### src/bmd_pkg.sv
package bmd_pkg;

  localparam int unsigned ByteW = 8;

  localparam logic [7:0] StatusBit   = 8'h80;
  localparam logic [7:0] SysNibble   = 8'hF0;
  localparam logic [7:0] SongPos     = 8'hF2;
  localparam logic [7:0] RealtimeMin = 8'hF8;
  localparam logic [7:0] ProgChange  = 8'hC0;
  localparam logic [7:0] ChanPress   = 8'hD0;
  localparam logic [7:0] PitchBend   = 8'hE0;

  typedef enum logic [4:0] {
    PH_HEADER = 5'b00001,
    PH_STAMP  = 5'b00010,
    PH_MSG    = 5'b00100,
    PH_SKIP   = 5'b01000,
    PH_DATA   = 5'b10000
  } bmd_phase_e;

  typedef struct packed {
    logic [7:0] packet_byte;
    logic       packet_end;
    logic       clear_counts;
  } bmd_in_t;

  typedef struct packed {
    logic [1:0]  out_count;
    logic [7:0]  out_byte0;
    logic [7:0]  out_byte1;
    logic [7:0]  out_byte2;
    logic [31:0] timestamp_drops;
    logic [31:0] invalid_drops;
    logic [31:0] truncated_drops;
    logic [31:0] bytes_received;
  } bmd_out_t;

  // MIDI bytes produced by one packet byte.
  typedef struct packed {
    logic [1:0] count;
    logic [7:0] byte0;
    logic [7:0] byte1;
    logic [7:0] byte2;
  } bmd_msg_t;

  // Counter events caused by one packet byte.
  typedef struct packed {
    logic clear;
    logic stamp;
    logic invalid;
    logic trunc;
  } bmd_cnt_ev_t;

  // Number of data bytes that follow a status byte.
  function automatic logic [1:0] data_len(input logic [7:0] st);
    logic [7:0] hi;
    hi = st & SysNibble;
    if (hi == ProgChange || hi == ChanPress) begin
      return 2'd1;
    end else if (st[7] && hi != SysNibble) begin
      return 2'd2;
    end else if (st == SongPos) begin
      return 2'd2;
    end
    return 2'd0;
  endfunction

endpackage

### src/bmd_decode.sv
module bmd_decode (
  input  logic                 clk_i,
  input  logic                 rst_ni,
  input  logic                 step_i,
  input  bmd_pkg::bmd_in_t     item_i,
  output bmd_pkg::bmd_msg_t    msg_o,
  output bmd_pkg::bmd_cnt_ev_t ev_o
);
  import bmd_pkg::*;

  bmd_phase_e phase_q, phase_d;
  logic [7:0] run_q, run_d;
  logic [7:0] held_st_q, held_st_d;
  logic [6:0] held_dat_q, held_dat_d;
  logic [1:0] need_q, need_d;

  logic [7:0] b;
  logic       last;
  logic [1:0] need_b;
  logic [1:0] need_run;
  logic [1:0] total;

  assign b        = item_i.packet_byte;
  assign last     = item_i.packet_end;
  assign need_b   = data_len(b);
  assign need_run = data_len(run_q);
  assign total    = data_len(held_st_q);

  always_comb begin
    phase_d    = phase_q;
    run_d      = run_q;
    held_st_d  = held_st_q;
    held_dat_d = held_dat_q;
    need_d     = need_q;
    msg_o      = '0;
    ev_o       = '0;
    ev_o.clear = item_i.clear_counts;

    case (phase_q)
      PH_STAMP: begin
        if (b[7]) begin
          phase_d = PH_MSG;
        end else begin
          ev_o.stamp = 1'b1;
        end
      end
      PH_MSG: begin
        if (b >= RealtimeMin) begin
          msg_o.count = 2'd1;
          msg_o.byte0 = b;
          phase_d     = PH_STAMP;
        end else if (b[7]) begin
          run_d = (b < SysNibble) ? b : 8'h00;
          if (need_b == 2'd0) begin
            ev_o.stamp = 1'b1;
            phase_d    = PH_SKIP;
          end else if (last) begin
            ev_o.trunc = 1'b1;
          end else begin
            held_st_d  = b;
            held_dat_d = '0;
            need_d     = need_b;
            phase_d    = PH_DATA;
          end
        end else if (run_q == 8'h00) begin
          phase_d = PH_STAMP;
        end else if (need_run == 2'd1) begin
          msg_o.count = 2'd2;
          msg_o.byte0 = run_q;
          msg_o.byte1 = b;
          phase_d     = PH_STAMP;
        end else if (last) begin
          ev_o.trunc = 1'b1;
        end else begin
          held_st_d  = run_q;
          held_dat_d = b[6:0];
          need_d     = 2'd1;
          phase_d    = PH_DATA;
        end
      end
      PH_SKIP: begin
        phase_d = PH_STAMP;
      end
      PH_DATA: begin
        if (total == 2'd2 && need_q == 2'd1) begin
          if (b[7]) begin
            // The bad byte is taken as the timestamp of the next message.
            ev_o.invalid = 1'b1;
            phase_d      = PH_MSG;
          end else begin
            msg_o.count = 2'd3;
            msg_o.byte0 = held_st_q;
            msg_o.byte1 = {1'b0, held_dat_q};
            msg_o.byte2 = b;
            phase_d     = PH_STAMP;
          end
        end else if (total == 2'd2 && last) begin
          ev_o.trunc = 1'b1;
        end else if (b[7]) begin
          ev_o.invalid = 1'b1;
          phase_d      = PH_STAMP;
        end else if (total == 2'd2) begin
          held_dat_d = b[6:0];
          need_d     = 2'd1;
        end else begin
          msg_o.count = 2'd2;
          msg_o.byte0 = held_st_q;
          msg_o.byte1 = b;
          phase_d     = PH_STAMP;
        end
      end
      default: begin
        phase_d = PH_STAMP;
      end
    endcase

    // Running status and any partial message never outlive their packet.
    if (last) begin
      phase_d    = PH_HEADER;
      run_d      = '0;
      held_st_d  = '0;
      held_dat_d = '0;
      need_d     = '0;
    end
  end

  always_ff @(posedge clk_i or negedge rst_ni) begin
    if (!rst_ni) begin
      phase_q    <= PH_HEADER;
      run_q      <= '0;
      held_st_q  <= '0;
      held_dat_q <= '0;
      need_q     <= '0;
    end else if (step_i) begin
      phase_q    <= phase_d;
      run_q      <= run_d;
      held_st_q  <= held_st_d;
      held_dat_q <= held_dat_d;
      need_q     <= need_d;
    end
  end

endmodule

### src/bmd_counters.sv
module bmd_counters #(
  parameter int unsigned CounterBits = 32
) (
  input  logic                 clk_i,
  input  logic                 rst_ni,
  input  logic                 step_i,
  input  bmd_pkg::bmd_cnt_ev_t ev_i,
  output logic [31:0]          stamp_d_o,
  output logic [31:0]          invalid_d_o,
  output logic [31:0]          trunc_d_o,
  output logic [31:0]          rx_d_o
);
  import bmd_pkg::*;

  logic [CounterBits-1:0] stamp_q, stamp_d;
  logic [CounterBits-1:0] inv_q, inv_d;
  logic [CounterBits-1:0] trunc_q, trunc_d;
  logic [CounterBits-1:0] rx_q, rx_d;

  // A clear request zeroes the counts before this byte is counted.
  always_comb begin
    stamp_d = (ev_i.clear ? '0 : stamp_q) + CounterBits'(ev_i.stamp);
    inv_d   = (ev_i.clear ? '0 : inv_q) + CounterBits'(ev_i.invalid);
    trunc_d = (ev_i.clear ? '0 : trunc_q) + CounterBits'(ev_i.trunc);
    rx_d    = (ev_i.clear ? '0 : rx_q) + CounterBits'(1);
  end

  assign stamp_d_o   = 32'(stamp_d);
  assign invalid_d_o = 32'(inv_d);
  assign trunc_d_o   = 32'(trunc_d);
  assign rx_d_o      = 32'(rx_d);

  always_ff @(posedge clk_i or negedge rst_ni) begin
    if (!rst_ni) begin
      stamp_q <= '0;
      inv_q   <= '0;
      trunc_q <= '0;
      rx_q    <= '0;
    end else if (step_i) begin
      stamp_q <= stamp_d;
      inv_q   <= inv_d;
      trunc_q <= trunc_d;
      rx_q    <= rx_d;
    end
  end

endmodule

### src/ble_midi_packet_decoder.sv
// BLE-MIDI packet decoder. Packet bytes enter one per transaction, header byte
// first, with packet_end set on the last byte; every byte yields exactly one
// result carrying 0 to 3 raw MIDI bytes and the four wrapping counters as they
// stand after that byte. A byte is registered on entry, decoded against the
// per-packet state combinationally and written to the result register, so the
// block sustains one byte per cycle while the receiver keeps out_ready high;
// the single state update per byte is the only loop. Counters are COUNTER_BITS
// wide and zero-extended to 32 bits on the result.
module ble_midi_packet_decoder #(
  parameter int unsigned COUNTER_BITS = 32
) (
  input  logic              clk_i,
  input  logic              rst_ni,
  input  logic              in_valid_i,
  output logic              in_ready_o,
  input  bmd_pkg::bmd_in_t  in_data_i,
  output logic              out_valid_o,
  input  logic              out_ready_i,
  output bmd_pkg::bmd_out_t out_data_o
);
  import bmd_pkg::*;

  logic        in_valid_q;
  bmd_in_t     in_q;
  logic        out_valid_q;
  bmd_out_t    out_q, out_d;
  logic        step;
  bmd_msg_t    msg;
  bmd_cnt_ev_t ev;
  logic [31:0] stamp_cnt, inv_cnt, trunc_cnt, rx_cnt;

  // The decode step fires when the result register is free or being emptied.
  assign step       = in_valid_q && (!out_valid_q || out_ready_i);
  assign in_ready_o = !in_valid_q || step;

  always_ff @(posedge clk_i or negedge rst_ni) begin
    if (!rst_ni) begin
      in_valid_q <= 1'b0;
    end else if (in_ready_o) begin
      in_valid_q <= in_valid_i;
    end
  end

  always_ff @(posedge clk_i) begin
    if (in_ready_o && in_valid_i) begin
      in_q <= in_data_i;
    end
  end

  bmd_decode u_decode (
    .clk_i  (clk_i),
    .rst_ni (rst_ni),
    .step_i (step),
    .item_i (in_q),
    .msg_o  (msg),
    .ev_o   (ev)
  );

  bmd_counters #(
    .CounterBits (COUNTER_BITS)
  ) u_counters (
    .clk_i       (clk_i),
    .rst_ni      (rst_ni),
    .step_i      (step),
    .ev_i        (ev),
    .stamp_d_o   (stamp_cnt),
    .invalid_d_o (inv_cnt),
    .trunc_d_o   (trunc_cnt),
    .rx_d_o      (rx_cnt)
  );

  always_comb begin
    out_d                 = '0;
    out_d.out_count       = msg.count;
    out_d.out_byte0       = msg.byte0;
    out_d.out_byte1       = msg.byte1;
    out_d.out_byte2       = msg.byte2;
    out_d.timestamp_drops = stamp_cnt;
    out_d.invalid_drops   = inv_cnt;
    out_d.truncated_drops = trunc_cnt;
    out_d.bytes_received  = rx_cnt;
  end

  always_ff @(posedge clk_i or negedge rst_ni) begin
    if (!rst_ni) begin
      out_valid_q <= 1'b0;
    end else if (step) begin
      out_valid_q <= 1'b1;
    end else if (out_ready_i) begin
      out_valid_q <= 1'b0;
    end
  end

  always_ff @(posedge clk_i) begin
    if (step) begin
      out_q <= out_d;
    end
  end

  assign out_valid_o = out_valid_q;
  assign out_data_o  = out_q;

endmodule

### config.mk
export PLATFORM = sky130hd
export DESIGN_NAME = ble_midi_packet_decoder
export DESIGN_NICKNAME = d
export VERILOG_FILES = /design/src/bmd_pkg.sv /design/src/bmd_decode.sv /design/src/bmd_counters.sv /design/src/ble_midi_packet_decoder.sv
export SDC_FILE = /design/constraint.sdc
export NUM_CORES = 1
export LEC_CHECK = 0
export ABC_AREA = 1
export CAP_MARGIN = 20
export CORE_MARGIN = 2
export CORE_UTILIZATION = 60
export DETAILED_ROUTE_END_ITERATION = 6
export DONT_BUFFER_PORTS = 1
export GPL_ROUTABILITY_DRIVEN = 0
export MAX_ROUTING_LAYER = met4
export PLACE_DENSITY = 0.86
export SETUP_SLACK_MARGIN = 0.1
export SYNTH_ARGS = -nofsm -noshare
export SYNTH_HDL_FRONTEND = slang
export SYNTH_SLANG_ARGS = --single-unit
### constraint.sdc
create_clock -name clk_i -period 6.5 [get_ports clk_i]
set_input_delay 1.625 -clock clk_i [delete_from_list [all_inputs] [get_ports clk_i]]
set_output_delay 1.625 -clock clk_i [all_outputs]
set_load 0.01 [all_outputs]
; Yosys cells after proc, flatten, opt, wreduce, memory -nomap -nowiden
; Index checks and enable logic that the tools add are counted.
[totals]
regBits = 324
output_inout_bits = 156
[op_classes]
addsub = 4
magnitude_cmp = 2
n_eq_ne = 33
n_mux = 103
bitwise_logic = 2
n_reduce_logical = 26
[op_table]
columns = cell, n
row1 = two-way mux 32 bit, 4
row2 = two-way mux 18 bit, 7
row3 = two-way mux 8 bit, 13
row4 = adder 32 x 1 -> 32 bit, 3
row5 = two-way mux 7 bit, 10
row6 = two-way mux 5 bit, 11
row7 = two-way mux 2 bit, 22
row8 = one-hot mux 18 bit (2 select lines), 1
row9 = "adder 32 x 1 -> 32 bit, second input constant", 1
row10 = two-way mux 1 bit, 27
row11 = two-way mux 26 bit, 1
row12 = "equality test 4 bit, second input constant", 6
row13 = "equality test 8 bit, second input constant", 3
row14 = "!= test 3 bit, second input constant", 8
row15 = "!= test 4 bit, second input constant", 6
row16 = one-hot mux 5 bit (3 select lines), 1
row17 = one-hot mux 7 bit (2 select lines), 1
row18 = two-way mux 10 bit, 1
row19 = AND reduction 10 bit, 1
row20 = "greater-or-equal comparator 8 bit, second input constant", 1
row21 = zero test 8 bit, 1
row22 = "less-than comparator 8 bit, second input constant", 1
row23 = AND reduction 4 bit, 2
row24 = logical AND 1 bit, 7
row25 = 21 further kinds, 31

; Longest topological paths before layout
; Gate-level depths: netlist (run 1).
[logic_depth]
word_depth = 12
depth_mapped = 19
mapped_depth_nobuf = 19

; By module
; A second synthesis (run 1) with hierarchy kept.
[hier_totals]
hier_cells = 2002
hier_area_um2 = 16613.4
[modules_own_cells]
columns = mod, n_inst, cells_per_inst, area_per_inst_um2, seq_area_each_um2
row1 = bmd_counters, 1, 1536, 9541.7, 3203.1
row2 = ble_midi_packet_decoder, 1, 176, 5019.8, 4974.8
row3 = bmd_decode, 1, 290, 2052.0, 752.0

; Worst setup path before layout (run 1)
; OpenSTA, ideal clock, no wires.
[synth_timing]
kind = in2reg
from = input out_ready_i
to = register out_q, in the netlist out_data_o[0] (enable)
setup_time_ns = 0.447
arrival_ns = 4.089
slack_ns = 1.964
path_stages = 6
n_path_buf = 2
cell_sequence = inv_1 > nand2_1 > nand2_1 > inv_1 > clkbuf_1 > buf_2
[synth_via]
elab_chain_len = 2
[synth_lines]
columns = item, line
row1 = start: declaration, ble_midi_packet_decoder.sv:18  ; input logic out_ready_i,
row2 = logical OR 1 bit, ble_midi_packet_decoder.sv:33  ; assign step = in_valid_q && (!out_valid_q || out_ready_i);
row3 = logical AND 1 bit, ble_midi_packet_decoder.sv:33
row4 = net step, ble_midi_packet_decoder.sv:27  ; logic step;
row5 = end signal: assignment, ble_midi_packet_decoder.sv:96  ; out_q <= out_d;
row6 = end: declaration, ble_midi_packet_decoder.sv:26  ; bmd_out_t out_q, out_d;
; The timed path passes the listed nets, and every way through them passes these cells.
; A chain may end at the register's enable or synchronous reset.

; Worst setup path in the final report (run 1)
[layout_timing]
from = input out_ready_i
to = output in_ready_o
[layout_via]
elab_chain_len = 3
[layout_lines]
columns = item, line
row1 = logical OR 1 bit, ble_midi_packet_decoder.sv:33
row2 = logical AND 1 bit, ble_midi_packet_decoder.sv:33
row3 = logical OR 1 bit, ble_midi_packet_decoder.sv:34  ; assign in_ready_o = !in_valid_q || step;
row4 = end: declaration, ble_midi_packet_decoder.sv:15  ; output logic in_ready_o,
; No other way between the ends.

==> run_results.csv, run 1 <==
group,metric,value,unit
sta,post-route-min-period,3.47,ns
detailed_routing,vias,13100,
power_and_ir_drop,leakagePower,7.35,nW
layout,finalNonFillerCells,2351,
sta,final_hold_viol_count,0,
floorplanning,die_h,170,um
placement,dp.cells,2294,
layout,drive_gt1_frac,0.0925,
critical_path,crit_path_cell_trace,"inv_1 > nand3_1",
layout,final_common_cell,"nand2_1",
critical_path,cpLargestDelayFamily,"simple AND/OR/NAND/NOR gates",
critical_path,cp-start-kind,"primary input",
clock_network,clock_sinks,322,
detailed_routing,vias_per_cell,5.56,
floorplanning,rows,60,
detailed_routing,top_layer,"met4",
yosys,ys_ff_latch,322,
clock_network,clkTransAtPathRegs,0.06,ns
yosys,syn_area_per_cell,8.44,um^2
detailed_routing,wl_met2,18.5,mm
detailed_routing,wl_per_cell,16.2,um
grt,grt_pass1_wl,61.5,mm
clock_network,cts_made_buffers,31,
yosys,synth_cell_types,43,
sta,rsz0062_at_grt,"false",
grt,antenna_found_initial,0,
detailed_routing,wl_met1,15.2,mm
layout,fin_area,0.0180,mm^2
sta,fin_crit_sh,0.534,
sta,finalSetupViolations,0,
clock_network,htree_levels,1,
placement,place_hpwl,25.8,mm
yosys,async_flop_share,0.497,
floorplanning,core_area,0.0271,mm^2
critical_path,cp-end-kind,"output pin",
yosys,seq_area_frac_synth,0.534,
sta,slew_violations,0,
placement,port_buffers,0,
layout,final_cell_mix,"nand2_1, nor2_1, inv_1",
clock_network,cts_tree,"yes",
clock_network,cts_root_buffer,"clkbuf_16",
floorplanning,initial_utilization,0.613,
critical_path,cp_data_arrival_time,1.84,ns
floorplanning,dieWidth,170,um
critical_path,cp_num_buf_inv,1,
critical_path,cp.required,4.88,ns
placement,placed_cell_area,0.0168,mm^2
sta,whs,0.480,ns
worst_hold_path,worstHoldStart,"u_counters.trunc_q[28]",
worst_hold_path,hold_path_class,"reg -> reg",
job,maxCapViolCount,0,
detailed_routing,wl_met3,3.17,mm
power_and_ir_drop,peakVddDrop,0.307,mV
critical_path,path_class,"in -> out",
critical_path,slowest_delay,0.16,ns
yosys,yosys_warnings,0,
critical_path,r2r_start,"in_q[0]",
detailed_routing,wl,38.1,mm
sta,tightest_slew,0.945,ns
clock_network,ctsResizeCount,0,
sta,clock.fmax,288,MHz
floorplanning,dieArea,0.0290,mm^2
detailed_routing,drt_pass1_iterations,6,
critical_path,critical_path.max_fanout,3,
clock_network,clockBufferDepth,3,
sta,maxSlewHeadroom,0.370,
yosys,synth_cells,1970,
floorplanning,io_pins,170,
grt,grt_pass1_vias,12500,
grt,grt_max_degree,161,
power_and_ir_drop,powerDensity,271,mW/mm^2
power_and_ir_drop,p_total,4.86,mW
yosys,synth_ff_type,"edfxtp_1",
critical_path,crit_start,"out_ready_i",
grt,grt_overflow,0,
detailed_routing,drc_errors,0,
sta,skew,0.0248,ns
outcome,status,"finished clean",
detailed_routing,drtIter0Drc,1266,
layout,antenna_cells,0,
sta,setup_tns,0,ns
clock_network,cts_hold_buffers,0,
yosys,netlist_area,0.0166,mm^2
critical_path,cpMaxStageDelayCell,"nand3_1",
layout,nets,1977,
grt,grt_usage,0.272,
clock_network,clock_latency,0.56,ns
clock_network,postCtsSetupRepairBufs,0,
layout,area_growth,8.11,%
yosys,synth_edf_count,162,
detailed_routing,ant_nets,0,
[cell usage after synthesis, types with 13 or more instances]
master,instances,area share
nor2_2,52,0.020
buf_2,13,0.0039
nand3b_1,40,0.018
dfrtp_1,159,0.24
nor2_1,250,0.056
o21ai_1,26,0.0078
nor2_4,35,0.024
nand4_1,25,0.0094
edfxtp_1,162,0.29
nand3_1,81,0.024
xor2_1,37,0.019
nand2_1,682,0.15
o21ai_0,90,0.027
inv_1,186,0.042
clkbuf_1,20,0.0045
[cell families after synthesis]
| logic type | after synthesis | synth area share |
|---|---|---|
| other | 1 | 0.000226 |
| xor gates and xnor gates | 52 | 0.0297 |
| AOI/OAI and AO/OA | 141 | 0.0445 |
| buffers and inverters | 244 | 0.0618 |
| and+or+nand+nor | 1202 | 0.324 |
| DFF | 322 | 0.534 |
| adders and majority gates | 8 | 0.00602 |
[layout make-up]
class / count / area (um^2)
multi-input combinational: 1405 / 6730
tap: 372 / 465
timing repair buffer: 4 / 55.1
inverter: 191 / 727
fill: 2098 / 9130
clock buffer: 35 / 811
sequential: 322 / 8870
clock inverter: 22 / 310
[where the power goes]
part           total [mW]  leakage, nW  internal (mW)  switching, mW
combinational       0.385         2.99         0.0796          0.305
sequential           2.53         3.82           2.36          0.171
clock                1.95        0.542           1.18          0.771
total                4.86         7.35           3.62           1.25
[layer usage]
layer	vias up	GRT usage
met5	-	-
met4	0	0.0825
met2	570	0.447
met3	107	0.0553
li1	6222	-
met1	6177	0.342
[sequential cells by signal (all words and copies together), names as in the netlist, 2 cells and up]
register	flops
u_counters.stamp_q	32
u_counters.rx_q	32
u_decode.held_dat_q	7
u_counters.trunc_q	32
in_q	10
out_data_o	152
u_decode.run_q	8
u_decode.held_st_q	8
u_decode.phase_q	5
u_counters.inv_q	32
u_decode.need_q	2
[through the flow]
stage,util,setup slack [ns]
3_5_place_dp,0.622,2.92
3_3_place_gp,0.622,2.98
2_1_floorplan,-,1.96
6_report,0.663,3.03
5_1_grt,0.663,2.80
4_1_cts,0.663,3.03
[path summary, 6_finish.rpt]
path	slack, ns	depth (start not counted)	to
worst max-delay path	3.03	2	in_ready_o
min in group asynchronous	0.77	0	u_counters.inv_q[22]
worst min-delay path	0.48	2	u_counters.trunc_q[28]
worst max register to register	3.04	13	u_counters.rx_q[10]
worst min register to register	0.48	2	u_counters.trunc_q[28]
max in group asynchronous	5.49	0	u_decode.phase_q[0]
Power figures use the tool's default switching activity.
==> run 2: changes to the inputs <==
CORE_UTILIZATION = 58   (was 60)
clock period = 2.8 ns   (was 6.5 ns; I/O delays follow)
==> run 2 against run 1 <==
Against the previous run: the run now ends with hold timing left; power up 150%; critical path depth up 11; combinational power rose to 3.1 times the previous value; global-route usage up 0.12 points; critical endpoint is now out_data_o[50].
==> run_results.csv, run 2 (synthesized netlist as in run 1, its figures left out) <==
group,metric,value,unit
outcome,status,"complete, but fails checks",
outcome,violations,"hold timing",
critical_path,cp-end-kind,"flop",
sta,slew_violations,0,
detailed_routing,ant_nets,0,
floorplanning,dieWidth,173,um
placement,place_hpwl,27.7,mm
critical_path,path_class,"reg -> reg",
grt,antenna_found_initial,0,
clock_network,clkTransAtPathRegs,0.07,ns
critical_path,critical_path.max_fanout,4,
sta,rsz0062_at_grt,"true",
detailed_routing,wl,40.6,mm
critical_path,r2r_setup_slack,0.1,ns
power_and_ir_drop,leakagePower,7.75,nW
detailed_routing,wl_per_cell,16.7,um
layout,final_common_cell,"nand2_1",
detailed_routing,vias_per_cell,5.60,
detailed_routing,vias,13600,
sta,whs,-0.111,ns
worst_hold_path,hold_path_class,"in -> async",
job,maxCapViolCount,0,
critical_path,cp_data_arrival_time,2.96,ns
power_and_ir_drop,powerDensity,642,mW/mm^2
critical_path,r2r_start,"u_decode.phase_q[3]",
clock_network,cts_made_buffers,34,
layout,postLayoutCoreUtil,0.672,
sta,post-route-min-period,2.70,ns
layout,largest_reg_flops,152,
sta,skew,0.0191,ns
floorplanning,initial_utilization,0.593,
critical_path,cp-start-kind,"flop",
detailed_routing,drtIter0Drc,1678,
clock_network,clock_latency,0.51,ns
sta,setup_tns,0,ns
sta,fin_crit_sh,0.966,
sta,maxSlewHeadroom,0.454,
power_and_ir_drop,peakVddDrop,0.590,mV
clock_network,htree_levels,2,
floorplanning,dieArea,0.0300,mm^2
critical_path,cp.required,3.06,ns
floorplanning,die_h,173,um
clock_network,clockBufferDepth,3,
sta,tightest_slew,0.816,ns
layout,finalNonFillerCells,2425,
layout,drive_gt1_frac,0.135,
clock_network,clock_sinks,322,
grt,grt_max_degree,161,
sta,clock.fmax,370,MHz
critical_path,ff2ff_path_depth,13,
grt,grt_pass1_vias,13000,
grt,grt_overflow,0,
grt,grt_usage,0.273,
floorplanning,rows,61,
layout,area_growth,13.2,%
clock_network,cts_tree,"yes",
placement,dp.cells,2336,
critical_path,regToRegEndpoint,"out_data_o[50]",
floorplanning,io_pins,170,
layout,antenna_cells,0,
floorplanning,core_area,0.0280,mm^2
layout,final_cell_mix,"nand2_1, nor2_1, inv_1",
detailed_routing,drc_errors,0,
sta,finalSetupViolations,0,
detailed_routing,drt_pass1_iterations,6,
sta,final_hold_viol_count,159,
placement,port_buffers,0,
layout,nets,2043,
clock_network,cts_root_buffer,"clkbuf_16",
grt,grt_pass1_wl,64.5,mm
[run 2: changes by cell type in the layout (fill, tap and decap cells not counted), sizes merged]
| cell | previous run | this run |
|---|---|---|
| buf | 4 | 67 |
| clkbuf | 35 | 45 |
| clkinv | 12 | 9 |
| clkinvlp | 4 | 1 |
| inv | 190 | 191 |
[run 2: stage by stage]
step | worst slack (ns) | power, mW | hold WS, ns | cell area, um^2
2_1_floorplan | 0.200 | 6.57 | 0.404 | 16600
5_1_grt | -0.0450 | 12.5 | -0.133 | 18800
4_1_cts | 0.0575 | 12.0 | -0.129 | 18600
6_report | 0.0952 | 12.1 | -0.111 | 18800
3_3_place_gp | 0.0850 | 6.92 | 0.409 | 17200
3_5_place_dp | -0.0518 | 6.96 | 0.411 | 17200
[run 2: report_power, final]
part           leakage (nW)  switching [mW]  total [mW]  internal, mW
registers              3.82           0.396        5.87          5.47
logic                  3.31           0.810        1.19         0.381
clock network         0.620            1.86        5.01          3.16
[run 2: worst max-delay path, cell delays in order (launching register included)]
cell     delay (ns)
dfrtp_1        0.40
nor2_2         0.17
nand3_1        0.19
inv_1          0.17
nand3_2        0.12
a21oi_4        0.18
ha_4           0.18
ha_4           0.13
nand4_1        0.17
inv_2          0.15
nand3_4        0.09
nor2_4         0.15
nand4_1        0.15
and2_1         0.18
[run 2: cell type report]
type	count	area, um^2
clock buffers	45	996
clock inverters	17	268
fillers	2048	9190
inverters	191	727
multi-input cells	1405	6890
flip-flops and latches	322	8870
well taps	378	473
repair buffers	67	594
[run 2: what timing repair did]
| item | in CTS | in global routing |
|---|---|---|
| setup endpoints to repair | 24 | 69 |
| resized for setup | 6 | 36 |
| buffers inserted | 11 | 16 |
| hold endpoints to repair | 159 | 159 |
| pin swaps | 8 | 21 |
[run 2: per-layer routing]
metal  vias to the layer above  GRT usage  share of wire
li1                       6381          -              -
met1                      6343      0.343           0.39
met2                       713      0.429           0.48
met3                       153     0.0616          0.093
met4                         0      0.117          0.041
met5                         -          -              0
[run 2: how the worst max path moves through the flow]
stage	slack (ns)	startpoint	depth (start not counted)	to
6_report	0.1	u_decode.phase_q[3]	13	out_data_o[50]
5_1_grt	-0.04	u_decode.phase_q[3]	15	u_counters.trunc_q[18]
4_1_cts	0.06	u_decode.held_st_q[3]	15	out_data_o[50]
3_5_place_dp	-0.05	u_decode.held_st_q[3]	15	out_data_o[50]
3_3_place_gp	0.08	u_decode.held_st_q[3]	15	out_data_o[50]
2_1_floorplan	0.20	in_q[0]	13	out_data_o[82]
==> run 3: changes to the inputs <==
CTS_CLUSTER_SIZE = 10   (was unset)
PLACE_DENSITY = 0.76   (was 0.86)
REMOVE_ABC_BUFFERS = 1   (was unset)
==> run 3 against run 2 <==
Against the previous run: the flow still finishes with violations (hold timing); hold slack worse by 0.010 ns; worst setup slack worse by 0.026 ns; maximum frequency down 0.95%; critical path type unchanged; largest cell class unchanged; highest routed layer unchanged.
==> run_results.csv, run 3 (synthesized netlist as in run 1, its figures left out) <==
group,metric,value,unit
clock_network,cts_root_buffer,"clkbuf_16",
layout,fillers,2223,
critical_path,ff2ff_path_depth,17,
layout,drive_gt1_frac,0.127,
sta,rsz0062_at_grt,"true",
critical_path,slowest_delay,0.39,ns
sta,fin_crit_sh,0.975,
critical_path,cp.required,3.22,ns
worst_hold_path,hold_path_class,"in -> async",
layout,largest_reg_flops,152,
floorplanning,core_area,0.0280,mm^2
critical_path,cp_data_arrival_time,3.15,ns
detailed_routing,vias_per_cell,5.45,
grt,grt_pass1_vias,12600,
placement,placed_cell_area,0.0172,mm^2
sta,skew,0.0231,ns
sta,post-route-min-period,2.73,ns
sta,whs,-0.121,ns
detailed_routing,drt_pass1_iterations,6,
critical_path,cpMaxStageDelayCell,"dfrtp_1",
sta,maxSlewHeadroom,0.517,
power_and_ir_drop,leakagePower,7.66,nW
detailed_routing,wl_per_cell,15.8,um
layout,finalNonFillerCells,2427,
clock_network,clkTransAtPathRegs,0.05,ns
sta,final_hold_viol_count,159,
placement,place_hpwl,26.7,mm
layout,area_growth,12.7,%
placement,dp.cells,2338,
clock_network,clock_latency,0.52,ns
detailed_routing,ant_nets,0,
grt,grt_usage,0.261,
critical_path,cp-start-kind,"flop",
layout,postLayoutCoreUtil,0.669,
layout,antenna_cells,0,
clock_network,cts_made_buffers,38,
detailed_routing,wl,38.4,mm
floorplanning,initial_utilization,0.593,
outcome,status,"complete, but fails checks",
layout,fin_area,0.0187,mm^2
power_and_ir_drop,powerDensity,608,mW/mm^2
power_and_ir_drop,p_total,11.4,mW
clock_network,cts_tree,"yes",
critical_path,path_class,"reg -> reg",
power_and_ir_drop,peakVddDrop,0.573,mV
power_and_ir_drop,p_switching,2.88,mW
detailed_routing,vias,13200,
critical_path,regToRegEndpoint,"u_counters.inv_q[10]",
detailed_routing,drtIter0Drc,1336,
sta,clock.fmax,366,MHz
detailed_routing,drc_errors,0,
placement,port_buffers,0,
power_and_ir_drop,p_sw_frac,0.253,
sta,layout_setup_ws,0.0692,ns
critical_path,critPathMostFrequentCell,"nand2_1",
placement,place_ws,0.0128,ns
floorplanning,dieArea,0.0300,mm^2
critical_path,cp-end-kind,"flop",
clock_network,htree_levels,2,
sta,setup_tns,0,ns
layout,final_cell_mix,"nand2_1, nor2_1, inv_1",
sta,slew_violations,0,
grt,grt_overflow,0,
power_and_ir_drop,combPwrFrac,0.092,
power_and_ir_drop,clock_power_share,0.395,
job,maxCapViolCount,0,
clock_network,clockBufferDepth,3,
sta,finalSetupViolations,0,
critical_path,r2r_setup_slack,0.07,ns
clock_network,clock_sinks,322,
critical_path,r2r_start,"u_decode.held_st_q[5]",
sta,tightest_slew,0.721,ns
grt,grt_max_degree,161,
outcome,violations,"hold timing",
floorplanning,rows,61,
floorplanning,dieWidth,173,um
layout,nets,2041,
critical_path,critical_path.max_fanout,6,
power_and_ir_drop,p_int,8.51,mW
power_and_ir_drop,seq_power_share,0.513,
grt,grt_pass1_wl,61.9,mm
grt,antenna_found_initial,0,
layout,final_common_cell,"nand2_1",
floorplanning,die_h,173,um
critical_path,crit_path_cell_trace,"nand2_1 > nor2_2 > nand2_2 > buf_6 > nand4_1 > o21ai_1 > nor2_1 > ha_2 > ha_4 > inv_4 > nor3_4 > nand3_4 > nor2_4 > buf_4 > xor2_2 > nand2_1 > o21ai_0",
floorplanning,io_pins,170,
## run 3: cell types whose count changed in the layout (fill, tap and decap cells not counted), sizes merged
cell and delta:
clkbuf +25, inv -1, clkinv -8, clkinvlp -1, buf -6, bufinv -7
## run 3: critical path, delay by kind of cell (launching register included)
family | cells | cell delay (ns)
XOR/XNOR | 1 | 0.15
AND/OR/NAND/NOR | 9 | 1.25
flip-flops | 1 | 0.39
adder cells (fa/ha/maj) | 2 | 0.38
AO/OA/AOI/OAI | 2 | 0.16
buffers and inverters | 3 | 0.30
## run 3: how the worst max path moves through the flow
stage | startpoint | end | cells after the start
after detailed placement | u_decode.held_st_q[0] | out_data_o[50] | 15
after global placement | u_decode.held_st_q[0] | out_data_o[50] | 15
final | u_decode.held_st_q[5] | u_counters.inv_q[10] | 17
after CTS | u_decode.held_st_q[0] | out_data_o[50] | 15
after floorplan | out_ready_i | u_counters.inv_q[0] | 5
after global routing | u_decode.held_st_q[5] | u_counters.inv_q[10] | 17
## run 3: power groups by stage
stage | clock network, mW | logic [mW] | registers (mW)
CTS | 4.60 | 1.02 | 5.85
detailed placement | 0 | 1.01 | 5.93
global placement | 0 | 1.00 | 5.92
finish | 4.50 | 1.05 | 5.84
global route | 4.82 | 1.17 | 5.88
floorplan | 0 | 0.598 | 5.96
## run 3: area by class of cell
class / count / area [um^2] / share of cell area
multi-input combinational: 1405 / 6940 / 0.370
tap: 378 / 473 / 0.0252
sequential: 322 / 8870 / 0.473
timing repair buffer: 61 / 582 / 0.0310
clock buffer: 70 / 1140 / 0.0611
inverter: 191 / 729 / 0.0389
## run 3: repair_timing
action,in CTS,in global routing
gates resized for setup,5,51
endpoints found under the setup margin,7,92
setup buffers,3,16
hold endpoints to repair,159,159
pin swaps,6,28
## run 3: metal layers
metal / up-vias / GRT usage / share of wire
met5: - / - / 0
met4: 0 / 0.0837 / 0.027
met3: 90 / 0.0410 / 0.071
met2: 522 / 0.399 / 0.46
met1: 6238 / 0.361 / 0.44
li1: 6379 / - / -
